### src/rtl/wsd_pkg.sv
// Package for the WebSocket frame deframer: widths, result codes, parser
// states and the result record shared by the block's modules.
// No dependencies.
`timescale 1ns / 1ps

package wsd_pkg;

    // Width of the stored payload length and byte countdown
    localparam int PAYLOAD_LENGTH_BITS = 24;
    // Width of the max_payload register and of the payload_length field
    localparam int MAX_PAYLOAD_BITS    = 24;
    // Width used for the length limit compare
    localparam int CMP_BITS = (PAYLOAD_LENGTH_BITS > MAX_PAYLOAD_BITS) ?
                              PAYLOAD_LENGTH_BITS : MAX_PAYLOAD_BITS;

    // Configuration port
    localparam int APB_ADDR_BITS = 3;
    localparam int APB_DATA_BITS = 32;
    localparam logic [0:0] REG_MAX_PAYLOAD = 1'b0;   // word index of max_payload
    localparam logic [MAX_PAYLOAD_BITS-1:0] MAX_PAYLOAD_RESET = 24'd65535;

    // Header byte codes
    localparam logic [6:0] LEN7_EXT16 = 7'd126;
    localparam logic [6:0] LEN7_EXT64 = 7'd127;
    localparam logic [3:0] EXT16_BYTES = 4'd2;
    localparam logic [3:0] EXT64_BYTES = 4'd8;
    localparam logic [3:0] KEY_BYTES   = 4'd4;

    // Result kinds
    localparam logic [1:0] KIND_HEADER  = 2'd0;
    localparam logic [1:0] KIND_PAYLOAD = 2'd1;
    localparam logic [1:0] KIND_ERROR   = 2'd2;

    // Parser phases
    typedef enum logic [5:0] {
        PH_FIRST  = 6'b000001,
        PH_SECOND = 6'b000010,
        PH_EXT    = 6'b000100,
        PH_KEY    = 6'b001000,
        PH_DATA   = 6'b010000,
        PH_DROP   = 6'b100000
    } t_phase;

    // One result beat
    typedef struct packed {
        logic [1:0]                  kind;
        logic [3:0]                  opcode;
        logic [MAX_PAYLOAD_BITS-1:0] payload_length;
        logic [7:0]                  data_byte;
        logic                        last;
    } t_result;

endpackage

### src/rtl/wsd_cfg.sv
// APB-style configuration register file: holds max_payload.
// Depends on wsd_pkg.
`timescale 1ns / 1ps

module wsd_cfg
    import wsd_pkg::*;
(
    input  logic                        i_clk,
    input  logic                        i_rst_n,
    input  logic                        psel,
    input  logic                        penable,
    input  logic                        pwrite,
    input  logic [APB_ADDR_BITS-1:0]    paddr,
    input  logic [APB_DATA_BITS-1:0]    pwdata,
    output logic [APB_DATA_BITS-1:0]    prdata,
    output logic                        pready,
    output logic [MAX_PAYLOAD_BITS-1:0] o_max_payload
);

    logic [MAX_PAYLOAD_BITS-1:0] r_max_payload;
    logic                        wr_max;

    // word decode: byte offset bits are ignored
    assign wr_max = psel && penable && pwrite && (paddr[2] == REG_MAX_PAYLOAD);

    always_ff @(posedge i_clk) begin
        if (!i_rst_n) begin
            r_max_payload <= MAX_PAYLOAD_RESET;
        end else if (wr_max) begin
            r_max_payload <= pwdata[MAX_PAYLOAD_BITS-1:0];
        end
    end

    // read back
    always_comb begin
        prdata = '0;
        if (paddr[2] == REG_MAX_PAYLOAD) begin
            prdata = APB_DATA_BITS'(r_max_payload);
        end
    end

    assign pready        = 1'b1;
    assign o_max_payload = r_max_payload;

endmodule

### config.mk
export PLATFORM = sky130hd
export DESIGN_NAME = wsd_cfg
export DESIGN_NICKNAME = d
export VERILOG_FILES = /design/src/rtl/wsd_pkg.sv /design/src/rtl/wsd_cfg.sv
export SDC_FILE = /design/constraint.sdc
export NUM_CORES = 1
export LEC_CHECK = 0
export ABC_CLOCK_PERIOD_IN_PS = 800
export BUFFER_PORTS_ARGS = -buffer_cell sky130_fd_sc_hd__buf_2
export CORE_MARGIN = 4
export CORE_UTILIZATION = 36
export CTS_CLUSTER_SIZE = 12
export DETAILED_ROUTE_END_ITERATION = 6
export MAX_ROUTING_LAYER = met4
export PLACE_DENSITY_LB_ADDON = 0.15
export REMOVE_ABC_BUFFERS = 1
export SYNTH_ARGS = -nofsm -noshare
export SYNTH_HDL_FRONTEND = slang
export SYNTH_SLANG_ARGS = --single-unit
### constraint.sdc
create_clock -name i_clk -period 0.8 [get_ports i_clk]
set_input_delay 0 -clock i_clk [delete_from_list [all_inputs] [get_ports i_clk]]
set_output_delay 0 -clock i_clk [all_outputs]
set_load 0.05 [all_outputs]
# == Yosys cells after proc, flatten, opt, wreduce, memory -nomap -nowiden ==
# Index checks and enable logic that the tools add are counted.
# op_classes
addsub,0
mul,0
div,0
n_lt_le_gt_ge,0
n_eq_ne,0
n_shift,0
muxes,1
bitwise,1
n_reduce_logical,3
# ops
operator,n
24-bit two-way mux,1
1-bit logical AND,3
1-bit NOT,1
# word_totals
ff_bits,24
latchBits,0
mem_bits_rw,0
rom_bits,0
input_bits,40
wordCells,6
memories,0

# == Depth between registers and ports, before layout ==
# logic_depth
depth_word,3
mapped_depth,4
ltp_nobuf,2

# == Worst setup path before layout ==
# No wires, ideal clock.
# synth_timing
path_type,reg2out
startpoint,"register r_max_payload[10], in the netlist o_max_payload[10]"
endpoint,output prdata[10]
arrival_time_ns,1.410
setup_slack_ns,-0.610
stages_incl_launch_ff,2
path_buffers,0
path_cell_list,dfxtp_1 -> nor2b_1
# synth_via
elab_chain_cells,1
# synth_rtl
element,line,text
from (decl),wsd_cfg.sv:20,logic [MAX_PAYLOAD_BITS-1:0] r_max_payload;
from (signal assigned),wsd_cfg.sv:30,r_max_payload <= pwdata[MAX_PAYLOAD_BITS-1:0];
24-bit two-way mux,wsd_cfg.sv:37,if (paddr[2] == REG_MAX_PAYLOAD) begin
to (decl),wsd_cfg.sv:15,"output logic [APB_DATA_BITS-1:0] prdata,"
# Every way passes these cells.

# == Worst setup path in the final report ==
# layout_timing
startpoint,"register r_max_payload[4], in the netlist o_max_payload[4]"
endpoint,output prdata[4]
# The elaborated chain is that of the path after synthesis.

==> flow_metrics.tcl <==
set metrics [dict create \
    pre_cts_ws_ns -0.141 \
    drive_gt1_share_pct 60.7 \
    period_minus_slack_ns 1.03 \
    switching_power_mw 1.03 \
    route.detailed.drc 0 \
    holdPathEnd "o_max_payload[21]" \
    r2r_start "o_max_payload[1]" \
    ys_seq_elements 24 \
    wl_per_cell_um 14.4 \
    largest_reg_flops 24 \
    yosysUniqueCellTypes 12 \
    drv_cap 0 \
    r2r_slack_ns -0.03 \
    via_per_inst 4.39 \
    r2r-end "o_max_payload[1]" \
    required_ns 0.80 \
    area_growth_pct 111 \
    ctsRootBufferMaster "clkbuf_4" \
    ant_nets 0 \
    clock_path_buffers 2 \
    critPathCaptureType "output pin" \
    switching_share_pct 31.8 \
    drt_iter0_drc 50 \
    status "finished with violations" \
    cp_cell_sequence "nor2b_2 > buf_6" \
    worstSkewPairLatency_ns 0.31 \
    ys_seq_area_share_pct 36.8 \
    die_h_um 68.2 \
    cp_num_buf_inv 1 \
    criticalPathCategory "reg2out" \
    hold_path.startpoint "i_rst_n" \
    hp-class "in2reg" \
    die_x_um 68.2 \
    cts_tree "built" \
    hold_ws_ns 0.114 \
    grt_start_max_net_pins 49 \
    grtUsageTotal_pct 17.9 \
    synth.area.top_cells "dfxtp_1 (37%), nor2b_1 (25%), mux2i_1 (18%), buf_4 (5.2%), nand2_1 (4.6%)" \
    power_frac_comb_pct 33.8 \
    clock_power_share_pct 27.7 \
    intPower_mw 2.21 \
    p_leak_nw 1.23 \
    power_density_nw_per_um2 1170 \
    cp_top_family "flip-flops" \
    setup_slack_ns -0.229 \
    synth.top_cell.area_share_pct 36.8 \
    yosys_warnings 0 \
    grt_pass1_wl_mm 6.13 \
    fmax_ghz 0.972 \
    seq_power_share_pct 38.5 \
    design.die.area_um2 4650 \
    rsz0062_at_grt "yes" \
    antennaDiodeCount 0 \
    violations "setup timing" \
    antenna_found_initial 0 \
    vias 1353 \
    r2r_cells 4 \
    cp_slowest_stage_delay_ns 0.37 \
    critPathArrivalTime_ns 1.03 \
    grt_overflow 0 \
    finalWeightedCongestion 0.655 \
    clk_pin_slew_ns 0.14 \
    num_io_pins 97 \
    finalSetupViolCount 49 \
    first_pass_iters 4 \
    numCtsBuffers 3 \
    nets 303 \
    vdd_drop_max_uv 710 \
    slew_violations 0 \
    cts_sinks 24 \
    period_share_pct 129 \
    rows 21 \
    dp_hpwl_mm 2.18 \
    startpoint_type "flip-flop" \
    crit_path_start "o_max_payload[4]" \
    hold_viol 0 \
    portBuffers 77 \
    htreeDepth 1 \
    syn_area_um2 1310 \
    cp_slowest_cell "dfxtp_2" \
    coreArea_um2 3420 \
    cp_max_fo 3 \
    initial_core_util_pct 38.2 \
    holdPathStages 4 \
    first_global_vias 1315 \
    finalClockSkew_ns 0 \
    synthCells 142 \
    avgSynthCellArea_um2 9.19 \
    wl_mm 4.45 \
    synth_area_leader_cell "dfxtp_1" \
]
[synthesized netlist by cell type (all sizes together)]
library cell  number
clkbuf             6
nand2             16
and4b              1
buf               13
nor2b             52
dfxtp             24
conb               2
and2b              4
mux2i             24
[layout make-up]
cell class | count | area [um2]
clock buffers | 3 | 22.5
clock inverters | 1 | 30.0
fillers | 217 | 661
multi-input cells | 106 | 817
flip-flops and latches | 24 | 513
well taps | 46 | 57.6
repair buffers | 128 | 1320
[power by group through the flow]
stage	Sequential, mW	Combinational (mW)	Clock [mW]
floorplan	1.36	0.420	0
global placement	1.26	0.731	0
detailed placement	1.27	0.738	0
CTS	1.25	0.987	0.902
global route	1.25	1.15	0.974
finish	1.25	1.09	0.895
[routing by layer]
metal | global-route usage [%] | up-vias | share of wire [%]
met1 | 19.4 | 627 | 39
met3 | 3.12 | 2 | 6.3
met5 | - | - | 0
met2 | 33.2 | 57 | 54
met4 | 5.21 | 0 | 0.34
li1 | - | 667 | -
[worst register-to-register path, delay by kind of cell, from the launching register on]
| kind | cells | cell delay (ns) |
|---|---|---|
| multiplexers | 1 | 0.06 |
| AND/OR/NAND/NOR | 1 | 0.09 |
| flip-flops | 1 | 0.35 |
| buffers and inverters | 2 | 0.23 |
[through the flow]
stage	area, um2	power [mW]	cells	utilization (%)	TNS (ns)
detailed placement	1680	2.00	256	49.0	-2.17
floorplan	1180	1.78	130	-	-25.32
CTS	2430	3.14	292	71.2	-6.65
global placement	1680	2.00	256	49.0	-1.61
finish	2760	3.24	308	80.7	-7.57
global route	2760	3.37	308	80.7	-10.0
[worst max path at each step]
stage	end	slack, ns	cells past startpoint
final	prdata[4]	-0.23	2
after global routing	prdata[15]	-0.28	2
after CTS	prdata[3]	-0.21	2
after detailed placement	o_max_payload[16]	-0.14	4
after global placement	o_max_payload[8]	-0.07	4
after floorplan	prdata[10]	-0.61	1
[what timing repair did]
action / 4_1_cts / 5_1_grt
endpoints found under the setup margin: 48 / 51
resized for setup: 145 / 53
pin swaps: 0 / 0
endpoints found under the hold margin: 24 / 0
hold buffers: 24 / 0
setup buffers: 8 / 16
[cell usage in the layout (no fill, tap or decap)]
| cell type | n |
|---|---|
| clkbuf_4 | 3 |
| nor2b_4 | 11 |
| nor2b_1 | 31 |
| conb_1 | 9 |
| nand2_1 | 14 |
| buf_4 | 8 |
| dlygate4sd3_1 | 24 |
| nand2_2 | 2 |
| bufinv_16 | 1 |
| dfxtp_2 | 23 |
| dfxtp_4 | 1 |
| buf_12 | 2 |
| buf_6 | 39 |
| nor2b_2 | 10 |
| mux2i_1 | 24 |
| and2b_2 | 4 |
| buf_2 | 29 |
| and4b_1 | 1 |
| buf_8 | 26 |
[cells by family after synthesis]
group	share of synthesized area (%)
and+or+nand+nor	33.0
muxes	18.4
DFF	36.8
buffers and inverters	11.2
other	0.575
No activity file was read; power rests on OpenSTA's default activity.
