[src/rtl/wsd_pkg.sv]
// Package for the WebSocket frame deframer: widths, result codes, parser
// states and the result record shared by the block's modules.
// No dependencies.
`timescale 1ns / 1ps

package wsd_pkg;

    // Width of the stored payload length and byte countdown
    localparam int PAYLOAD_LENGTH_BITS = 24;
    // Width of the max_payload register and of the payload_length field
    localparam int MAX_PAYLOAD_BITS    = 24;
    // Width used for the length limit compare
    localparam int CMP_BITS = (PAYLOAD_LENGTH_BITS > MAX_PAYLOAD_BITS) ?
                              PAYLOAD_LENGTH_BITS : MAX_PAYLOAD_BITS;

    // Configuration port
    localparam int APB_ADDR_BITS = 3;
    localparam int APB_DATA_BITS = 32;
    localparam logic [0:0] REG_MAX_PAYLOAD = 1'b0;   // word index of max_payload
    localparam logic [MAX_PAYLOAD_BITS-1:0] MAX_PAYLOAD_RESET = 24'd65535;

    // Header byte codes
    localparam logic [6:0] LEN7_EXT16 = 7'd126;
    localparam logic [6:0] LEN7_EXT64 = 7'd127;
    localparam logic [3:0] EXT16_BYTES = 4'd2;
    localparam logic [3:0] EXT64_BYTES = 4'd8;
    localparam logic [3:0] KEY_BYTES   = 4'd4;

    // Result kinds
    localparam logic [1:0] KIND_HEADER  = 2'd0;
    localparam logic [1:0] KIND_PAYLOAD = 2'd1;
    localparam logic [1:0] KIND_ERROR   = 2'd2;

    // Parser phases
    typedef enum logic [5:0] {
        PH_FIRST  = 6'b000001,
        PH_SECOND = 6'b000010,
        PH_EXT    = 6'b000100,
        PH_KEY    = 6'b001000,
        PH_DATA   = 6'b010000,
        PH_DROP   = 6'b100000
    } t_phase;

    // One result beat
    typedef struct packed {
        logic [1:0]                  kind;
        logic [3:0]                  opcode;
        logic [MAX_PAYLOAD_BITS-1:0] payload_length;
        logic [7:0]                  data_byte;
        logic                        last;
    } t_result;

endpackage

[src/rtl/wsd_skid.sv]
// Result register with a skid stage, so the input side keeps taking bytes
// while a result waits. Depends on wsd_pkg.
`timescale 1ns / 1ps

module wsd_skid
    import wsd_pkg::*;
(
    input  logic    i_clk,
    input  logic    i_rst_n,
    input  logic    i_valid,
    input  t_result i_data,
    output logic    o_ready,
    output logic    o_valid,
    output t_result o_data,
    input  logic    i_ready
);

    logic    r_main_valid;
    logic    r_skid_valid;
    t_result r_main;
    t_result r_skid;
    logic    pop;

    assign pop     = r_main_valid && i_ready;
    assign o_ready = !r_skid_valid;
    assign o_valid = r_main_valid;
    assign o_data  = r_main;

    // control
    always_ff @(posedge i_clk) begin
        if (!i_rst_n) begin
            r_main_valid <= 1'b0;
            r_skid_valid <= 1'b0;
        end else if (r_skid_valid) begin
            if (pop) begin
                r_skid_valid <= 1'b0;
            end
        end else if (i_valid) begin
            if (!r_main_valid || pop) begin
                r_main_valid <= 1'b1;
            end else begin
                r_skid_valid <= 1'b1;
            end
        end else if (pop) begin
            r_main_valid <= 1'b0;
        end
    end

    // payload
    always_ff @(posedge i_clk) begin
        if (r_skid_valid) begin
            if (pop) begin
                r_main <= r_skid;
            end
        end else if (i_valid) begin
            if (!r_main_valid || pop) begin
                r_main <= i_data;
            end else begin
                r_skid <= i_data;
            end
        end
    end

endmodule
[config.mk]
export PLATFORM = sky130hd
export DESIGN_NAME = wsd_skid
export DESIGN_NICKNAME = d
export VERILOG_FILES = /design/src/rtl/wsd_pkg.sv /design/src/rtl/wsd_skid.sv
export SDC_FILE = /design/constraint.sdc
export NUM_CORES = 1
export LEC_CHECK = 0
export BUFFER_PORTS_ARGS = -buffer_cell sky130_fd_sc_hd__buf_2
export CORE_AREA = 2 2 98 76
export CTS_CLUSTER_DIAMETER = 200
export DETAILED_ROUTE_END_ITERATION = 8
export DIE_AREA = 0 0 100 78
export PLACE_DENSITY = 0.74
export SLEW_MARGIN = 20
export SYNTH_ARGS = -nofsm -noshare
export SYNTH_HDL_FRONTEND = slang
export SYNTH_SLANG_ARGS = --single-unit
[constraint.sdc]
create_clock -name i_clk -period 3.3 [get_ports i_clk]
set_clock_uncertainty 0.05 [all_clocks]
set_input_delay 0.33 -clock i_clk [delete_from_list [all_inputs] [get_ports i_clk]]
set_output_delay 0.33 -clock i_clk [all_outputs]
set_load 0.005 [all_outputs]
### After elaboration in Yosys (flattened, before gate mapping)

Index checks and enable logic that the tools add are counted.

| cells by class | value |
|---|---|
| reductions and logical operators | 10 |
| bitwise gates (word level) | 2 |
| eq/ne operators | 2 |
| multiplexer cells | 11 |

Operators with widths:

| operator | count |
|---|---|
| $mux W39 | 4 |
| $reduce_and A3 Y1 | 3 |
| $mux W1 | 7 |
| $reduce_bool A2 Y1 | 3 |
| $ne A2 B1 Y1 const B | 2 |
| $logic_not A1 Y1 | 2 |
| $not A1 Y1 | 2 |
| $logic_and A1 B1 Y1 | 1 |
| $logic_or A1 B1 Y1 | 1 |

| storage, ports and cells | value |
|---|---|
| register bits after elaboration | 80 |
| input port bits | 43 |
| word-level logic and storage cells | 37 |

### Logic depth before layout (Yosys ltp)

Gate-level depths: netlist of run 1.

| depth | value |
|---|---|
| depth after elaboration | 5 |
| mapped depth | 4 |

### Least setup slack after synthesis of run 1

OpenSTA, ideal clock, no wires.

| path | value |
|---|---|
| path type | reg2reg |
| start | register r_skid_valid |
| end | register r_main, in the netlist o_data[0] (enable) |
| data arrival time | 2.617 ns |
| stages on the path, launching flop included | 5 |
| clock period less this slack | 3.116 ns |
| buffers on the path | 2 |
| path slack | 0.184 ns |
| path through | dfxtp_1 > buf_6 > buf_12 > mux2i_1 > a21oi_1 |

| on the way | value |
|---|---|
| cells in the longest elaborated chain, start to end | 2 |
| elaborated cells between the ends (all ways) | 4 |
| classes of those cells | eq/ne: 1; reduce/logical: 3 |

Ends and longest elaborated chain:

| element | line | RTL |
|---|---|---|
| start: declaration | wsd_skid.sv:19 | `logic r_skid_valid;` |
| start signal: assignment | wsd_skid.sv:33 | `r_skid_valid <= 1'b0;` |
| start signal: assignment | wsd_skid.sv:36 | `r_skid_valid <= 1'b0;` |
| start signal: assignment | wsd_skid.sv:42 | `r_skid_valid <= 1'b1;` |
| $ne A2 B1 Y1 (no source line) or $reduce_bool A2 Y1 (tied branches) | - |  |
| $reduce_and A3 Y1 (no source line) (*) | - |  |
| end signal: assignment | wsd_skid.sv:53 | `r_main <= r_skid;` |
| end signal: assignment | wsd_skid.sv:57 | `r_main <= i_data;` |
| end: declaration | wsd_skid.sv:20 | `t_result r_main;` |

Mark *: on every way between the ends. The rest lies on a longest branch, timed or not.
A chain may end at the register's enable or synchronous reset.

### Worst setup path in the final report of run 1

| path | value |
|---|---|
| start | register r_main_valid (netlist: o_valid) |
| end | register r_main, in the netlist o_data[5] (enable) |

| on the way | value |
|---|---|
| cells in the longest elaborated chain, start to end | 4 |
| elaborated cells between the ends (all ways) | 6 |
| classes of those cells | eq/ne: 1; reduce/logical: 5 |

Ends and longest elaborated chain:

| element | line | RTL |
|---|---|---|
| start: declaration | wsd_skid.sv:18 | `logic r_main_valid;` |
| start signal: assignment | wsd_skid.sv:32 | `r_main_valid <= 1'b0;` |
| start signal: assignment | wsd_skid.sv:40 | `r_main_valid <= 1'b1;` |
| start signal: assignment | wsd_skid.sv:45 | `r_main_valid <= 1'b0;` |
| $logic_not A1 Y1 or $logic_and A1 B1 Y1 (tied branches) | wsd_skid.sv:56, wsd_skid.sv:24 |  |
| $logic_or A1 B1 Y1 | wsd_skid.sv:56 | `if (!r_main_valid \|\| pop) begin` |
| $reduce_bool A2 Y1 (no source line) | - |  |
| $reduce_and A3 Y1 (no source line) (*) | - |  |

Marks and branches as above.

==> run summary, run 1 <==
Power per Cell Area: 585 nW/um^2
Area Growth Syn to Fin: 22.4%
Critical path's top delay family: compound AO/OA/AOI/OAI gates
Detailed Route Iter0 Violations: 52
Post-CTS Setup Bufs: 0
Resized Gates After CTS: 0
Clk sinks: 80
Flop2flop setup slack: 1.43 ns
Syn_area_per_cell: 23.0 um^2
Syn Std Cell Area: 3120 um^2
Final #Nets: 271
Setup crit end kind: register
Slowest cell on crit path: a21oi_4
Largest net degree at the start of global routing: 40
WP buf/inv: 1
Detail Placement HPWL: 3340 um
Crit path depth: 3
Max Root-Sink Buffers: 2
Rel. slew slack: 38.7%
Max Cap Viol: 0
Initial antenna violation count: 0
Worst Tran Pin Value: 0.919 ns
CP peak stage delay: 0.54 ns
Setup-failing EPs final: 0
I/O pin count: 84
Yosys reg bits: 80
H-tree lvl count: 3
Critical hold path startpoint: i_data[32]
Commonest non-fill, non-tap cell in the layout: buf_2
Fraction of layout cells with a size suffix above 1: 61.4%
Gr usage total: 13.7%
Worst Path Required: 3.28 ns
Top-area cell type share of the netlist area: 75.0%
Yosys warns: 0
Cell Chain, Critical Path: mux2i_1 > a21oi_4 > buf_4
Most frequent cells in the layout: 83 x buf_2, 78 x edfxtp_1, 37 x mux2_4
Height of the die: 78 um
Crit share post-route: 56.8%
Register area share after synthesis: 76.3%
Drt wl/cell: 15.7 um
Critical R2R Capture: o_data[5]$_DFFE_PP_
Power, Total: 2.24 mW
Max Freq: 534 MHz
Final Slew Violations: 0
Startpoint Class: register
Hold path depth: 1
Hold-fix buffers, CTS: 0
FF-to-FF path depth: 3
Worst Hold Path EP: r_skid[32]$_DFFE_PP_
ANT nets after route: 0
Worst Path Arrival: 1.86 ns
Synth area leaders: edfxtp_1 75%, mux2_4 18%, buf_12 2.6%
Syn nets: 179
DRC errors left: 0
Vias/cell: 4.69
GRT Residual Overflow: 0
Lkg Pwr: 1.51 nW
Crit Path Max Fanout: 18
Vias in the first global route: 1469
RSZ-0062 raised after global routing: no
Clock Latency Late Sink: 0.33 ns
Worst Setup Path Type: register to register
Die footprint: 7800 um^2
# diodes: 0
DIE WIDTH: 100 um
Vias: 1487
CTS buffer count: 9
CTS clk-pin slew, worst paths: 0.08 ns
Fillers: 531
Global-route wire length before repair: 7790 um
RePlAce Congestion: 0.705
Routed wire length: 4990 um
TritonRoute pass-1 iters: 4
Sum Neg Setup Slack: 0 ns
Clock Tree Root: clkbuf_8
Post-synth top area cell: edfxtp_1
Mapped Cells: 136
CTS tree: yes
Hold Fails Final Rpt: 0
Worst Hold Class: primary input to register
Netlist cell types: 15
Core Area: 6770 um^2
Initial Utilization: 46.2%
Reg2reg start: o_valid$_SDFFE_PN0P_
Status: complete, no violations
Buffers on Ports: 83
# rows: 26
Period minus WS final: 1.87 ns
Worst VDD drop: 262 uV
==> final cells by class <==
class	count	area (um^2)	share of cell area [%]
Inverter	3	11.3	0.294
Tap cell	84	105	2.75
Timing Repair Buffer	86	438	11.4
Multi-Input combinational cell	48	652	17.0
Clock inverter	6	108	2.81
Clock buffer	10	128	3.34
Sequential cell	80	2380	62.3
==> worst max-delay path by stage <==
stage,from,end,slack [ns]
global placement,i_ready,r_skid[9]$_DFFE_PP_,1.44
detailed placement,i_ready,r_skid[14]$_DFFE_PP_,1.38
CTS,o_valid$_SDFFE_PN0P_,o_data[5]$_DFFE_PP_,1.39
finish,o_valid$_SDFFE_PN0P_,o_data[5]$_DFFE_PP_,1.43
global route,o_valid$_SDFFE_PN0P_,o_data[5]$_DFFE_PP_,1.28
floorplan,r_skid_valid$_SDFF_PN0_,o_data[0]$_DFFE_PP_,0.18
==> stage by stage <==
| stage | cells | setup slack, ns | hold slack, ns | util, % | instance area (um^2) |
|---|---|---|---|---|---|
| final | 317 | 1.43 | 0.133 | 56.5 | 3820 |
| after global routing | 317 | 1.28 | 0.107 | 56.5 | 3820 |
| after CTS | 317 | 1.39 | 0.111 | 56.5 | 3820 |
| after detailed placement | 301 | 1.38 | 0.476 | 53.1 | 3590 |
| after global placement | 301 | 1.44 | 0.476 | 53.1 | 3590 |
| after floorplan | 136 | 0.184 | 0.377 | - | 3120 |
==> registers in the layout (all words and copies together), names as in the netlist <==
signal	flops
o_valid	1
r_skid	39
o_data	39
r_skid_valid	1
==> Yosys cell counts <==
cell type,instances
edfxtp_1,78
mux2_4,37
buf_12,4
inv_1,3
a21oi_1,2
dfxtp_1,2
mux2_2,2
a211oi_1,1
and2b_2,1
and4_1,1
buf_6,1
mux2i_1,1
nand2_1,1
nand3b_1,1
o21ai_1,1
==> kinds of logic after synthesis <==
group / synth area share [%]
multiplexers: 18.8
AND/OR/NAND/NOR: 0.921
AO/OA/AOI/OAI: 0.721
buffers and inverters: 3.28
flip-flops: 76.3
==> where the power goes <==
group / switching (mW) / internal [mW]
Clock: 0.332 / 0.500
Sequential: 0.0175 / 1.19
Combinational: 0.0898 / 0.111
==> per-layer routing <==
metal	share of wire, %	vias up	GRT usage [%]
met5	0	-	0
met4	1.4	0	6.71
met3	6.0	4	4.05
met2	48	62	20.9
met1	45	704	17.8
li1	-	717	-
Note: power is estimated with default switching activity, not from simulation.
==> inputs of run 2 (changes only) <==
ABC_AREA = 1   (was default)
CORE_AREA = 2 2 92 72   (was 2 2 98 76)
DIE_AREA = 0 0 94 74   (was 0 0 100 78)
PLACE_DENSITY = 0.77   (was 0.74)
clock period = 1.8 ns   (was 3.3 ns; I/O delays follow)
==> run summary, run 2 <==
Setup crit end kind: output port
Worst Hold Class: primary input to register
Rel. slew slack: 73.0% (+34 points)
Post-CTS Setup Bufs: 0 (unchanged)
Syn nets: 268 (+50%)
Gr usage total: 17.1% (+3.4 points)
Critical R2R Capture: r_skid[38]$_DFFE_PP_
Register area share after synthesis: 79.4% (+3.1 points)
Global-route wire length before repair: 8410 um (+8.0%)
Clock Latency Late Sink: 0.34 ns (about the same)
Clock Tree Root: clkbuf_8
GRT Residual Overflow: 0 (unchanged)
Netlist cell types: 12 (-3)
Max Freq: 637 MHz
H-tree lvl count: 3 (unchanged)
Worst VDD drop: 538 uV (+110%)
Resized Gates After CTS: 0 (unchanged)
Most frequent cell after synthesis: nand2_1
Vias/cell: 4.46 (-4.9%)
# diodes: 0 (unchanged)
Crit path to: o_ready
WP buf/inv: 3 (+2)
Post-synth EDFFs: 78 (unchanged)
Power per Cell Area: 921 nW/um^2 (+57%)
Initial antenna violation count: 0 (unchanged)
Hold-fix buffers, CTS: 39 (+39)
CTS buffer count: 9 (unchanged)
Yosys warns: 0 (unchanged)
Period minus WS final: 1.57 ns
Power, Total: 3.75 mW (+68%)
Clk sinks: 80 (unchanged)
FF-to-FF path depth: 3 (unchanged)
Startpoint Class: register
Initial Utilization: 49.2% (+3.0 points)
Post-synth top area cell: edfxtp_1
Fraction of layout cells with a size suffix above 1: 30.4% (-31 points)
ANT nets after route: 0 (unchanged)
Vias in the first global route: 1836 (+25%)
Core Area: 6100 um^2 (-9.9%)
Final #Nets: 400 (+48%)
Worst Path Required: 1.57 ns (-1.71 ns)
Crit share post-route: 87.2%
CTS clk-pin slew, worst paths: 0.07 ns (about the same)
Worst Path Arrival: 1.34 ns (-0.52 ns)
Comb pwr share: 10.6% (+1.6 points)
Mapped Cells: 225 (+65%)
Area Growth Syn to Fin: 35.8%
Largest net degree at the start of global routing: 41 (+2.5%)
Sum Neg Setup Slack: 0 ns (unchanged)
RePlAce Congestion: 0.759 (+7.8%)
Cell Chain, Critical Path: inv_6 > buf_4 > buf_2
NetSw: 0.809 mW (+84%)
Reg2reg start: o_valid$_SDFFE_PN0P_
Commonest non-fill, non-tap cell in the layout: nand2_1
Detail Placement HPWL: 3610 um (+8.1%)
Top post-synthesis cells by count: 123 x nand2_1, 78 x edfxtp_1, 5 x buf_6, 5 x nor2_1, 4 x inv_1
Worst Setup Path Type: register to output port
Detailed Route Iter0 Violations: 144 (+180%)
Top-area cell type share of the netlist area: 78.0% (+3.1 points)
Yosys reg bits: 80 (unchanged)
Lkg Pwr: 1.77 nW (+17%)
Routed wire length: 5580 um (+12%)
Internal power: 2.94 mW (+64%)
Hold Fails Final Rpt: 0 (unchanged)
Drt wl/cell: 12.6 um (-20%)
Slowest cell on crit path: dfxtp_2
Syn Std Cell Area: 3000 um^2 (-3.9%)
Synth area leaders: edfxtp_1 78%, nand2_1 15%, buf_6 1.9%
Crit path from: r_skid_valid$_SDFF_PN0_
Die footprint: 6960 um^2 (-11%)
DRC errors left: 0 (unchanged)
Final Slew Violations: 0 (unchanged)
Critical path's top delay family: buffers and inverters
Sw frac: 21.6% (+2.0 points)
Max Cap Viol: 0 (unchanged)
Worst Tran Pin Value: 0.405 ns (-0.514 ns)
Flop2flop setup slack: 0.38 ns (-1.05 ns)
I/O pin count: 84 (unchanged)
Syn_area_per_cell: 13.3 um^2 (-42%)
Most frequent cells in the layout: 123 x nand2_1, 83 x buf_2, 78 x edfxtp_1
Height of the die: 74 um (-5.1%)
Crit Path Max Fanout: 40 (+22)
CP peak stage delay: 0.38 ns (-0.16 ns)
Synth Flop Type: edfxtp_1
Clk pwr share: 30.4% (-6.8 points)
RSZ-0062 raised after global routing: no
DIE WIDTH: 94 um (-6.0%)
Vias: 1976 (+33%)
Setup-failing EPs final: 0 (unchanged)
Crit path depth: 3 (unchanged)
TritonRoute pass-1 iters: 4 (unchanged)
Status: complete, no violations
Post-synthesis async set-or-reset flop share: 0% (unchanged)
# rows: 25 (-3.8%)
CTS tree: yes
Buffers on Ports: 83 (unchanged)
Sequential cell fraction of total power: 59.1% (+5.3 points)
Max Root-Sink Buffers: 2 (unchanged)
==> run 2: changes by cell type in the layout (fill, tap and decap cells not counted), moves of 2 or more <==
cell,previous run,this run
nand2_1,1,123
dlygate4sd3_1,0,39
mux2_4,37,0
buf_4,3,7
nor2_1,0,4
bufinv_16,3,0
clkbuf_8,9,11
clkinv_2,1,3
mux2_2,2,0
==> run 2: area by class of cell <==
type / instances / area (um^2)
inverter: 5 / 23.8
clock buffer: 12 / 155
fill: 448 / 2020
clock inverter: 4 / 18.8
multi-input combinational: 131 / 515
tap: 81 / 101
timing repair buffer: 130 / 878
sequential: 80 / 2380
==> run 2: worst min-delay path: cells and delay by family <==
| kind | cells | cell delay [ns] |
|---|---|---|
| AND/OR/NAND/NOR | 2 | 0.09 |
| buffers and inverters | 1 | 0.12 |
==> run 2: cells by family after synthesis <==
logic type	synth area share [%]
AO/OA/AOI/OAI	0.167
AND/OR/NAND/NOR	16.5
flip-flops	79.4
buffers and inverters	3.92
==> run 2: stage by stage <==
stage | setup WS [ns] | instance area [um^2] | cells | utilization (%) | hold slack, ns
final | 0.230 | 4080 | 443 | 66.8 | 0.0317
after global placement | 0.442 | 3510 | 388 | 57.6 | 0.324
after global routing | 0.157 | 4080 | 443 | 66.8 | 0.0236
after detailed placement | 0.400 | 3510 | 388 | 57.6 | 0.324
after CTS | 0.201 | 4080 | 443 | 66.8 | 0.0111
after floorplan | -0.153 | 3020 | 225 | - | 0.229
==> run 2: worst min path at each step <==
stage / from / cells past startpoint / slack, ns / endpoint
after CTS: i_rst_n / 3 / 0.01 / r_skid_valid$_SDFF_PN0_
after floorplan: i_data[0] / 0 / 0.23 / r_skid[0]$_DFFE_PP_
after global routing: i_rst_n / 3 / 0.02 / r_skid_valid$_SDFF_PN0_
after detailed placement: i_data[1] / 1 / 0.32 / r_skid[1]$_DFFE_PP_
after global placement: i_data[2] / 1 / 0.32 / r_skid[2]$_DFFE_PP_
final: i_rst_n / 3 / 0.03 / r_skid_valid$_SDFF_PN0_
==> run 2: routing by layer <==
metal	part of all wire, %	track usage, %	up-vias	wire length (um)
met5	0	0	-	0
met4	1.6	7.25	0	92
met3	7.5	7.19	11	420
met2	45	26.3	72	2520
met1	46	21.7	880	2550
li1	-	-	1013	-
==> run 2: power by group through the flow <==
stage / Sequential, mW / Clock (mW) / Combinational (mW)
after floorplan: 2.26 / 0 / 0.146
final: 2.22 / 1.14 / 0.397
after global routing: 2.22 / 1.24 / 0.443
after detailed placement: 2.25 / 0 / 0.338
after global placement: 2.26 / 0 / 0.325
after CTS: 2.22 / 1.17 / 0.402
