## src/rtl/wsd_pkg.sv

```systemverilog
// Package for the WebSocket frame deframer: widths, result codes, parser
// states and the result record shared by the block's modules.
// No dependencies.
`timescale 1ns / 1ps

package wsd_pkg;

    // Width of the stored payload length and byte countdown
    localparam int PAYLOAD_LENGTH_BITS = 24;
    // Width of the max_payload register and of the payload_length field
    localparam int MAX_PAYLOAD_BITS    = 24;
    // Width used for the length limit compare
    localparam int CMP_BITS = (PAYLOAD_LENGTH_BITS > MAX_PAYLOAD_BITS) ?
                              PAYLOAD_LENGTH_BITS : MAX_PAYLOAD_BITS;

    // Configuration port
    localparam int APB_ADDR_BITS = 3;
    localparam int APB_DATA_BITS = 32;
    localparam logic [0:0] REG_MAX_PAYLOAD = 1'b0;   // word index of max_payload
    localparam logic [MAX_PAYLOAD_BITS-1:0] MAX_PAYLOAD_RESET = 24'd65535;

    // Header byte codes
    localparam logic [6:0] LEN7_EXT16 = 7'd126;
    localparam logic [6:0] LEN7_EXT64 = 7'd127;
    localparam logic [3:0] EXT16_BYTES = 4'd2;
    localparam logic [3:0] EXT64_BYTES = 4'd8;
    localparam logic [3:0] KEY_BYTES   = 4'd4;

    // Result kinds
    localparam logic [1:0] KIND_HEADER  = 2'd0;
    localparam logic [1:0] KIND_PAYLOAD = 2'd1;
    localparam logic [1:0] KIND_ERROR   = 2'd2;

    // Parser phases
    typedef enum logic [5:0] {
        PH_FIRST  = 6'b000001,
        PH_SECOND = 6'b000010,
        PH_EXT    = 6'b000100,
        PH_KEY    = 6'b001000,
        PH_DATA   = 6'b010000,
        PH_DROP   = 6'b100000
    } t_phase;

    // One result beat
    typedef struct packed {
        logic [1:0]                  kind;
        logic [3:0]                  opcode;
        logic [MAX_PAYLOAD_BITS-1:0] payload_length;
        logic [7:0]                  data_byte;
        logic                        last;
    } t_result;

endpackage

```

## src/rtl/wsd_parser.sv

```systemverilog
// Frame parser: header state machine, length check and payload unmasking.
// Updates its state on each accepted byte and offers at most one result.
// Depends on wsd_pkg.
`timescale 1ns / 1ps

module wsd_parser
    import wsd_pkg::*;
(
    input  logic                        i_clk,
    input  logic                        i_rst_n,
    input  logic                        i_accept,
    input  logic [7:0]                  i_rx_byte,
    input  logic [MAX_PAYLOAD_BITS-1:0] i_max_payload,
    output logic                        o_res_valid,
    output t_result                     o_res
);

    localparam int LB = PAYLOAD_LENGTH_BITS;

    t_phase         r_phase,  n_phase;
    logic [3:0]     r_opcode, n_opcode;
    logic           r_masked, n_masked;
    logic [3:0]     r_hdr,    n_hdr;
    logic [LB-1:0]  r_len,    n_len;
    logic           r_ovf,    n_ovf;     // length has spilled above LB bits
    logic [31:0]    r_key,    n_key;
    logic [LB-1:0]  r_left,   n_left;
    logic [1:0]     r_idx,    n_idx;

    logic           fin;
    logic [LB-1:0]  fin_len;
    logic           fin_ovf;
    logic           too_big;
    logic [7:0]     key_byte;

    // mask key byte for this payload position, first byte on top
    always_comb begin
        case (r_idx)
            2'd0:    key_byte = r_key[31:24];
            2'd1:    key_byte = r_key[23:16];
            2'd2:    key_byte = r_key[15:8];
            default: key_byte = r_key[7:0];
        endcase
    end

    // next state and result
    always_comb begin
        n_phase  = r_phase;
        n_opcode = r_opcode;
        n_masked = r_masked;
        n_hdr    = r_hdr;
        n_len    = r_len;
        n_ovf    = r_ovf;
        n_key    = r_key;
        n_left   = r_left;
        n_idx    = r_idx;
        fin      = 1'b0;
        fin_len  = r_len;
        fin_ovf  = r_ovf;
        too_big  = 1'b0;
        o_res_valid = 1'b0;
        o_res       = '0;
        o_res.opcode = r_opcode;

        if (i_accept) begin
            unique case (r_phase)
                PH_FIRST: begin
                    n_opcode = i_rx_byte[3:0];
                    n_phase  = PH_SECOND;
                end
                PH_SECOND: begin
                    n_masked = i_rx_byte[7];
                    n_key    = '0;
                    n_idx    = '0;
                    n_len    = '0;
                    n_ovf    = 1'b0;
                    if (i_rx_byte[6:0] == LEN7_EXT16) begin
                        n_hdr   = EXT16_BYTES;
                        n_phase = PH_EXT;
                    end else if (i_rx_byte[6:0] == LEN7_EXT64) begin
                        n_hdr   = EXT64_BYTES;
                        n_phase = PH_EXT;
                    end else begin
                        n_len = LB'(i_rx_byte[6:0]);
                        if (i_rx_byte[7]) begin
                            n_hdr   = KEY_BYTES;
                            n_phase = PH_KEY;
                        end else begin
                            n_hdr   = '0;
                            fin     = 1'b1;
                            fin_len = LB'(i_rx_byte[6:0]);
                            fin_ovf = 1'b0;
                        end
                    end
                end
                PH_EXT: begin
                    // big-endian length, remember anything shifted out the top
                    n_len = {r_len[LB-9:0], i_rx_byte};
                    n_ovf = r_ovf || (|r_len[LB-1:LB-8]);
                    if (r_hdr > 4'd1) begin
                        n_hdr = r_hdr - 4'd1;
                    end else if (r_masked) begin
                        n_hdr   = KEY_BYTES;
                        n_phase = PH_KEY;
                    end else begin
                        n_hdr   = '0;
                        fin     = 1'b1;
                        fin_len = n_len;
                        fin_ovf = n_ovf;
                    end
                end
                PH_KEY: begin
                    n_key = {r_key[23:0], i_rx_byte};
                    if (r_hdr > 4'd1) begin
                        n_hdr = r_hdr - 4'd1;
                    end else begin
                        n_hdr = '0;
                        fin   = 1'b1;
                    end
                end
                PH_DATA: begin
                    n_idx  = r_idx + 2'd1;
                    n_left = r_left - LB'(r_left != '0);
                    o_res_valid     = 1'b1;
                    o_res.kind      = KIND_PAYLOAD;
                    o_res.data_byte = i_rx_byte ^ key_byte;
                    o_res.last      = (n_left == '0);
                    if (n_left == '0) begin
                        n_phase = PH_FIRST;
                    end
                end
                PH_DROP: begin
                end
                default: begin
                end
            endcase
        end

        // header complete: length check and frame-start result
        if (fin) begin
            too_big     = fin_ovf || (CMP_BITS'(fin_len) > CMP_BITS'(i_max_payload));
            o_res_valid = 1'b1;
            if (too_big) begin
                n_phase    = PH_DROP;
                o_res.kind = KIND_ERROR;
                o_res.last = 1'b1;
            end else begin
                n_left     = fin_len;
                n_idx      = '0;
                o_res.kind = KIND_HEADER;
                if (fin_len == '0) begin
                    n_phase    = PH_FIRST;
                    o_res.last = 1'b1;
                end else begin
                    n_phase              = PH_DATA;
                    o_res.payload_length = MAX_PAYLOAD_BITS'(fin_len);
                end
            end
        end
    end

    always_ff @(posedge i_clk) begin
        if (!i_rst_n) begin
            r_phase  <= PH_FIRST;
            r_opcode <= '0;
            r_masked <= 1'b0;
            r_hdr    <= '0;
            r_len    <= '0;
            r_ovf    <= 1'b0;
            r_key    <= '0;
            r_left   <= '0;
            r_idx    <= '0;
        end else begin
            r_phase  <= n_phase;
            r_opcode <= n_opcode;
            r_masked <= n_masked;
            r_hdr    <= n_hdr;
            r_len    <= n_len;
            r_ovf    <= n_ovf;
            r_key    <= n_key;
            r_left   <= n_left;
            r_idx    <= n_idx;
        end
    end

endmodule

```

## config.mk

```make
export PLATFORM = sky130hd
export DESIGN_NAME = wsd_parser
export DESIGN_NICKNAME = d
export VERILOG_FILES = /design/src/rtl/wsd_pkg.sv /design/src/rtl/wsd_parser.sv
export SDC_FILE = /design/constraint.sdc
export NUM_CORES = 1
export LEC_CHECK = 0
export BUFFER_PORTS_ARGS = -buffer_cell sky130_fd_sc_hd__buf_2
export CORE_ASPECT_RATIO = 1.4
export CORE_UTILIZATION = 64
export DETAILED_ROUTE_END_ITERATION = 8
export PLACE_DENSITY = 0.88
export REMOVE_ABC_BUFFERS = 1
export SETUP_SLACK_MARGIN = 0.15
export SYNTH_ARGS = -nofsm -noshare
export SYNTH_HDL_FRONTEND = slang
export SYNTH_SLANG_ARGS = --single-unit
```

## constraint.sdc

```tcl
create_clock -name i_clk -period 8.76 [get_ports i_clk]
set_clock_uncertainty 0.05 [all_clocks]
set_input_delay 0.438 -clock i_clk [delete_from_list [all_inputs] [get_ports i_clk]]
set_output_delay 0.438 -clock i_clk [all_outputs]
set_load 0.01 [all_outputs]
```

# Yosys cells after proc, flatten, opt, wreduce, memory -nomap -nowiden
# Cells that the tools add are included.
[totals]
mem_bits_rw = 0
rom_bits = 0
input_bits = 35
word_cells = 115
ff_bits = 98
latch_bits = 0
mem_count = 0
[classes]
addsub = 3
n_div = 0
magnitude_cmp = 2
eq_ne = 13
shifts = 0
reduce_logical = 18
bitwise = 1
mux = 69
multipliers = 0
[op_table]
columns = ["operator", "n"]
rows = [
  ["$mux 24", 13],
  ["$pmux 24 s2", 2],
  ["$pmux 32 s2", 1],
  ["$mux 6", 9],
  ["$logic_not 24->1", 2],
  ["$gt 24x24->1", 1],
  ["$pmux 6 s4", 1],
  ["$pmux 8 s3", 1],
  ["$reduce_bool 24->1", 1],
  ["$sub 24x1->24", 1],
  ["$mux 1", 21],
  ["$mux 9", 2],
  ["$mux 4", 4],
  ["$eq 7x7->1 const B", 2],
  ["$mux 7", 2],
  ["$pmux 4 s3", 1],
  ["$mux 2", 5],
  ["$reduce_and 2->1", 5],
  ["$ne 3x3->1 const B", 3],
  ["$reduce_or 8->1", 1],
  ["$xor 8x8->8", 1],
  ["$eq 6x1->1 const B", 1],
  ["$eq 6x2->1 const B", 1],
  ["$eq 6x3->1 const B", 1],
  ["19 further kinds", 24],
]

# Depth between registers and ports, before layout
# Gate-level depths: netlist of run 1.
[logic_depth]
depth_word = 9
ltp_mapped = 19

# Worst setup path before layout of run 1
# Ideal clock, no wire load.
[synth_timing]
path_type = "register to output"
from = "register r_hdr[0]"
to = "output o_res[25] in the netlist's numbering"
t_arrival_ns = 4.081
stages_incl_launch_ff = 19
path_slack_ns = 4.191
path_buffers = 4
path_cell_list = "dfxtp_1 inv_1 ha_1 nor2_1 or4_1 buf_2 nor3_2 clkbuf_1 a22o_1 ha_1 and3_1 and3_1 a31o_2 a211oi_1 a21oi_1 or3_1 buf_2 buf_2 nor3b_1"
[synth_lines]
columns = ["element", "line_no", "text"]
rows = [
  ["start: declaration", "wsd_parser.sv:23", "logic [3:0] r_hdr, n_hdr;"],
  ["start signal: assignment", "wsd_parser.sv:177", "r_hdr <= n_hdr;"],
  ["end: declaration", "wsd_parser.sv:15", "output t_result o_res"],
]

==> reports/results.tsv, run 1 <==
stage	metric	value	unit
placement	Port Buf Inserts	74	
sta	Max Clk Rate	0.161	GHz
worst_hold_path	HP Class	in -> reg	
finish	Multi-input gate area	3820	sq um
pwr	sequential power share	0.472	
pwr	Total Power	0.968	mW
floorplan	area of the core	9180	sq um
worst_setup_path	Buf/Inv on CP	2	
finish	Layout area overhead	9.98	%
finish	FF/Latch Area	1960	sq um
sta	pins over their slew limit	0	
worst_setup_path	Setup crit end kind	output port	
route	Via density	6.68	
sta	RSZ-0062 raised after global routing	no	
cts	Hold-fix buffers, CTS	0	
finish	fin area	6760	sq um
placement	RePlAce Congestion	0.942	
yosys	Yosys cell types	73	
cts	Num CTS Buffers	9	
finish	share of cells above drive strength 1	0.148	
route	WL/cell	19.7	um
worst_setup_path	Slowest-stage cell, CP	a221o_1	
worst_setup_path	Req. time, crit path	8.27	ns
yosys	Compound-Gate Fraction of Synth Area	0.237	
cts	maximum root-to-sink buffer count	2	
worst_setup_path	Slowest Stage Delay on Critical Path	0.74	ns
pwr	Power Density	143	nW/um^2
yosys	syn avg cell area	7.98	sq um
yosys	sequential area share after synthesis	0.319	
yosys	cells after synthesis	770	
global_route	met2 Use GR	0.631	
sta	setup violators final	0	
yosys	warnings from Yosys	0	
pwr	worst vdd ir	0.000114	V
global_route	largest net degree at the start of global routing	66	
floorplan	die area	10000	sq um
global_route	vias in the first global route	5975	
route	router iterations before antenna repair	8	
worst_setup_path	worst-path cell chain	nor3b_2, nand3_1, a221o_1, a22o_1, ha_1, nand3_1, or3_1, a2111oi_0, a211oi_1, a21oi_1, or3_2, buf_4, nor2b_1, buf_2	
global_route	total global routing overflow	0	
worst_setup_path	largest delay contributor family on the critical path	simple AND/OR/NAND/NOR gates	
yosys	Synth Area in Simple Gates	0.255	
pwr	power share of the clock group	0.409	
run_status	failing checks	design-rule violations	
global_route	grt met1 use	0.422	
sta	final hold vios	0	
placement	hpwl dp	13.2	mm
global_route	Total GRT Usage	0.361	
floorplan	Die Span X	84.8	um
pwr	Comb pwr share	0.118	
yosys	Post-synth EDFFs	0	
job	max_cap viols	0	
cts	Setup Buffers After CTS	0	
finish	most frequent cells in the layout	nor2_1 (130), dfxtp_1 (98), buf_2 (74)	
pwr	Lkg Pwr	2.89	nW
global_route	gr busiest metal	met2	
cts	Clock transition at path regs	0.07	ns
cts	Sink Count	98	
route	via count	6148	
floorplan	FP Rows	41	
yosys	number of synthesized register bits	98	
yosys	main flop type after synthesis	dfxtp_1	
sta	Min Hold Slack	0.378	ns
pwr	Sw Pwr	0.274	mW
pwr	Net Sw Frac	0.283	
finish	nets	875	
floorplan	io pins	75	
floorplan	Initial Utilization	0.669	
global_route	initial antenna violation count	0	
yosys	Post-Synth Adder-Cell Area	0.0652	
sta	Slew headroom	0.116	
cts	Skew-Pair Late Insertion Delay	0.35	ns
sta	setup TNS	0	ns
finish	n_diodes	0	
global_route	met3 Use GR	0.0428	
route	drt initial violations	586	
route	final wirelength	18.1	mm
worst_setup_path	Arrival @ worst endpoint	5.74	ns
yosys	mux cell area share after synthesis	0.0130	
finish	Layout fillers	738	
yosys	Synth async-reset ratio	0	
sta	clock period minus worst slack	6.22	ns
cts	CTS tree	yes	
sta	Final Cycle Share	0.710	
yosys	XOR/XNOR Fraction of Synth Area	0.0499	
yosys	Post-Syn Area	6140	sq um
global_route	first-pass GRT wire length	29.0	mm
sta	Tightest Pin Transition	1.33	ns
finish	commonest non-fill, non-tap cell in the layout	nor2_1	
worst_setup_path	WS Path Type	reg -> out	
placement	placed cell area	6460	sq um
pwr	Int Power	0.694	mW
floorplan	die height	118	um
cts	CTS root buf	clkbuf_16	
worst_setup_path	crit path launch type	flop	
worst_setup_path	CP max FO	51	
route	Detail Route Antenna Nets	0	
cts	htree depth	3	
route	DRC viols	5	
worst_setup_path	cell mode on critical path	nand3_1	
cts	post-CTS resize count	0	
yosys	main combinational cell family by area after synthesis	simple AND/OR/NAND/NOR gates	
run_status	status	finished, violations left	
==> synthesized netlist by cell type, drive strengths merged (2+ instances only) <==
cell type / n / area share
a211oi: 26 / 0.032
nand3: 16 / 0.013
o2111ai: 2 / 0.0029
dfxtp: 98 / 0.32
a22o: 19 / 0.027
o21a: 3 / 0.0037
nand2: 38 / 0.023
o21bai: 2 / 0.0024
nand3b: 5 / 0.0061
o21ai: 29 / 0.024
a311oi: 2 / 0.0029
a31oi: 3 / 0.0041
clkbuf: 37 / 0.023
xnor2: 28 / 0.040
nor2: 131 / 0.080
a21oi: 24 / 0.020
mux2i: 8 / 0.013
nor3: 31 / 0.027
a222oi: 8 / 0.013
buf: 14 / 0.013
or4: 9 / 0.013
or3: 4 / 0.0041
nor3b: 3 / 0.0045
nand4: 7 / 0.0071
nor4b: 6 / 0.0096
xor2: 7 / 0.010
ha: 32 / 0.065
and2: 8 / 0.0081
o32ai: 2 / 0.0029
inv: 40 / 0.024
a21o: 3 / 0.0037
and3: 6 / 0.0061
o22ai: 2 / 0.0053
or2: 2 / 0.0020
a221o: 3 / 0.0049
a22oi: 58 / 0.072
nor4: 13 / 0.018
nor2b: 23 / 0.023
nand4b: 2 / 0.0029
==> cells by family (layout without fill, tap and decap cells) <==
kind of cell    Yosys count  count (layout)
buf+inv                  91             134
flops                    98              98
mux                       8               8
xor+xnor                 35              35
compound gates          197             197
simple gates            309             309
fa+ha+maj                32              32
==> registers in the layout (all words and copies together) (netlist names) <==
name	flops
r_hdr	4
r_masked	1
r_len	24
r_left	24
r_opcode	4
r_key	32
r_idx	2
r_phase	6
r_ovf	1
==> tightest hold or removal path, stage by stage <==
cell and delay (ns):
buf_2 0.14, a22oi_1 0.08, nor2_1 0.08
==> metal layers <==
metal,part of all wire,vias up
met5,0,-
met2,0.51,292
met3,0.057,66
met1,0.39,2914
li1,-,2876
met4,0.046,0
==> power groups by stage <==
stage / combinational, mW / clock (mW) / sequential [mW]
CTS: 0.112 / 0.395 / 0.457
detailed placement: 0.111 / 0 / 0.468
finish: 0.114 / 0.396 / 0.457
global route: 0.124 / 0.415 / 0.458
global placement: 0.109 / 0 / 0.467
floorplan: 0.0753 / 0 / 0.466
==> stage by stage <==
stage	setup WS (ns)	utilization	cells
after floorplan	3.41	-	719
after detailed placement	2.82	0.704	904
after global routing	2.30	0.736	920
after global placement	3.07	0.704	904
final	2.54	0.736	920
after CTS	2.77	0.736	920
==> final cells by class <==
cell class	instances	area share
clock buffers	9	0.0333
inverters	40	0.0222
well taps	107	0.0198
clock inverters	7	0.0102
multi-input cells	581	0.565
repair buffers	78	0.0592
flip-flops and latches	98	0.290
==> final timing paths <==
check                    start          end  slack (ns)  depth (start not counted)
setup / recovery    r_phase[4]    o_res[21]        2.54                         14
hold / removal    i_rx_byte[3]     r_len[3]        0.38                          3
setup reg to reg    r_phase[4]   r_left[17]        3.14                         14
hold reg to reg    r_opcode[0]  r_opcode[0]        0.44                          2
(Power assumes the default switching activity.)
==> run 2, diff against run 1 <==
--- a/config.mk
+++ b/config.mk
@@ -5,11 +5,12 @@
 export SDC_FILE = /design/constraint.sdc
 export NUM_CORES = 1
 export LEC_CHECK = 0
+export ABC_AREA = 1
 export BUFFER_PORTS_ARGS = -buffer_cell sky130_fd_sc_hd__buf_2
 export CORE_ASPECT_RATIO = 1.4
-export CORE_UTILIZATION = 64
+export CORE_UTILIZATION = 61
 export DETAILED_ROUTE_END_ITERATION = 8
-export PLACE_DENSITY = 0.88
+export PLACE_DENSITY = 0.83
 export REMOVE_ABC_BUFFERS = 1
 export SETUP_SLACK_MARGIN = 0.15
 export SYNTH_ARGS = -nofsm -noshare
==> constraint.sdc (replaced) <==
create_clock -name i_clk -period 6.03 [get_ports i_clk]
set_clock_uncertainty 0.05 [all_clocks]
set_input_delay 0.3015 -clock i_clk [delete_from_list [all_inputs] [get_ports i_clk]]
set_output_delay 0.3015 -clock i_clk [all_outputs]
set_load 0.01 [all_outputs]
==> reports/results.tsv, run 2 <==
stage	metric	value	unit
cts	CTS tree	yes	
sta	setup TNS	0	ns
yosys	top post-synthesis cells by area	dfxtp_1 (26%), nand2_1 (21%), a21oi_1 (7.4%)	
placement	pre-CTS setup slack	1.44	ns
worst_setup_path	crit path launch type	flop	
pwr	Int Power	1.48	mW
pwr	power share of the clock group	0.217	
sta	Slew headroom	0.327	
finish	Layout area overhead	8.69	%
worst_setup_path	Buf/Inv on CP	4	
yosys	sequential area share after synthesis	0.265	
finish	share of cells above drive strength 1	0.106	
pwr	Comb pwr share	0.517	
yosys	most instantiated library cell after synthesis	nand2_1	
cts	Skew-Pair Late Insertion Delay	0.35	ns
worst_setup_path	CP endpoint	o_res[32]	
yosys	number of synthesized register bits	98	
worst_setup_path	Setup crit end kind	output port	
pwr	worst vdd ir	0.000199	V
pwr	Sw Pwr	1.34	mW
yosys	syn avg cell area	5.94	sq um
finish	commonest non-fill, non-tap cell in the layout	nand2_1	
finish	Biggest register	r_key	
worst_hold_path	HP Class	in -> reg	
job	max_cap viols	0	
worst_setup_path	Slowest-stage cell, CP	nand2_1	
cts	post-CTS resize count	0	
sta	final setup margin	0.913	ns
worst_setup_path	FF-to-FF End	r_left[19]	
floorplan	die area	12600	sq um
worst_setup_path	start point of the critical path	r_hdr[0]	
cts	Num CTS Buffers	9	
cts	Setup Buffers After CTS	0	
cts	CTS root buf	clkbuf_16	
sta	pins over their slew limit	0	
cts	maximum root-to-sink buffer count	2	
finish	FF/Latch Area	1960	sq um
sta	Final Cycle Share	0.849	
finish	n_diodes	0	
yosys	Post-Syn Area	7410	sq um
floorplan	Initial Utilization	0.627	
sta	Max Clk Rate	0.195	GHz
finish	Layout fillers	1202	
sta	Min Hold Slack	0.200	ns
cts	htree depth	3	
yosys	Synth async-reset ratio	0	
finish	Multi-input gate area	4620	sq um
floorplan	die height	132	um
sta	clock period minus worst slack	5.12	ns
yosys	main flop type after synthesis	dfxtp_1	
worst_setup_path	setup slack, reg-to-reg	1.42	ns
finish	number of flip-flops under the largest register name	32	
yosys	Synth top cells by count	nand2_1 (422), inv_1 (144), a21oi_1 (109)	
pwr	Power Density	350	nW/um^2
route	via count	8385	
finish	fin area	8060	sq um
global_route	first-pass GRT wire length	37.3	mm
finish	final core utilization	0.682	
global_route	vias in the first global route	7971	
cts	Sink Count	98	
worst_setup_path	Slowest Stage Delay on Critical Path	0.53	ns
placement	Port Buf Inserts	74	
finish	nets	1354	
route	Detail Route Antenna Nets	0	
sta	RSZ-0062 raised after global routing	no	
global_route	Total GRT Usage	0.378	
floorplan	Die Span X	95.2	um
worst_setup_path	Req. time, crit path	5.68	ns
floorplan	FP Rows	47	
sta	final hold vios	0	
global_route	total global routing overflow	0	
worst_setup_path	cell mode on critical path	nand2_1	
yosys	Synth top area share	0.265	
route	router iterations before antenna repair	6	
sta	Tightest Pin Transition	1.01	ns
worst_setup_path	worst r2r path cells	21	
global_route	largest net degree at the start of global routing	81	
worst_setup_path	CP max FO	28	
pwr	Lkg Pwr	4.06	nW
route	WL/cell	16.3	um
floorplan	area of the core	11800	sq um
worst_setup_path	worst-path cell chain	inv_1, ha_1, inv_1, nand2_1, nand2_1, nor2_1, o21ai_0, nand2_1, nand2_1, ha_1, nand2_1, nor2_1, nand4_1, nor3_1, nand3_1, nand2_1, nand2_1, nor2_4, inv_2, nor2_1, buf_2	
pwr	sequential power share	0.265	
run_status	status	finished, final reports clean	
worst_setup_path	WS Path Type	reg -> out	
worst_setup_path	worst r2r src	r_hdr[0]	
cts	Hold-fix buffers, CTS	0	
worst_setup_path	Arrival @ worst endpoint	4.77	ns
yosys	Post-synth EDFFs	0	
placement	hpwl dp	16.9	mm
floorplan	io pins	75	
yosys	warnings from Yosys	0	
finish	Top Registers	r_key: 32 flops, r_left: 24 flops, r_len: 24 flops	
pwr	Net Sw Frac	0.474	
placement	RePlAce Congestion	0.999	
cts	Clock transition at path regs	0.07	ns
sta	setup violators final	0	
finish	most frequent cells in the layout	nand2_1 (422), inv_1 (144), a21oi_1 (109)	
worst_setup_path	largest delay contributor family on the critical path	simple AND/OR/NAND/NOR gates	
worst_setup_path	Stages on worst setup path	21	
route	final wirelength	23.4	mm
placement	placed cell area	7750	sq um
route	DRC viols	0	
yosys	Yosys cell types	42	
yosys	cells after synthesis	1249	
global_route	initial antenna violation count	0	
route	drt initial violations	670	
yosys	area leader, netlist	dfxtp_1	
route	Via density	5.83	
-- run 2: final cells by class --
cell class | instances | share of cell area
inverter | 150 | 0.0699
tap | 147 | 0.0228
timing repair buffer | 81 | 0.0525
clock buffer | 10 | 0.0284
clock inverter | 6 | 0.00916
multi-input combinational | 947 | 0.574
sequential | 98 | 0.243
-- run 2: layer usage --
metal / global-route usage / wire [um]
met3: 0.0730 / 1550
met4: 0.295 / 1830
met2: 0.643 / 11600
met1: 0.398 / 8440
met5: 0 / 0
-- run 2: worst reg2reg max path, delay by kind of cell (launching register included) --
family / cells / cell delay, ns
buf+inv: 3 / 0.59
compound gates: 3 / 0.48
fa+ha+maj: 2 / 0.51
flops: 1 / 0.36
simple gates: 13 / 2.48
-- run 2: cell families after synthesis --
group,count (synthesis),synth area share
simple gates,679,0.389
xor+xnor,6,0.00709
compound gates,230,0.173
flops,98,0.265
fa+ha+maj,32,0.0540
buf+inv,204,0.112
-- run 2: worst min-delay path by stage --
stage,startpoint,cells past startpoint,endpoint
finish,i_rx_byte[3],3,r_key[3]
global route,i_rx_byte[3],3,r_key[3]
CTS,i_rx_byte[3],3,r_key[3]
detailed placement,r_key[27],2,r_key[27]
global placement,r_key[24],2,r_key[24]
floorplan,i_rst_n,2,r_phase[4]
-- run 2: power groups by stage --
stage               registers [mW]  logic (mW)  clock network (mW)
finish                       0.748        1.46               0.613
global route                 0.755        1.64               0.636
CTS                          0.747        1.42               0.610
detailed placement           0.761        1.41                   0
global placement             0.761        1.41                   0
floorplan                    0.757        1.01                   0
-- run 2: stage by stage --
stage | power, mW | cells
6_report | 2.82 | 1439
4_1_cts | 2.78 | 1439
2_1_floorplan | 1.77 | 1195
3_3_place_gp | 2.17 | 1423
3_5_place_dp | 2.17 | 1423
5_1_grt | 3.03 | 1439
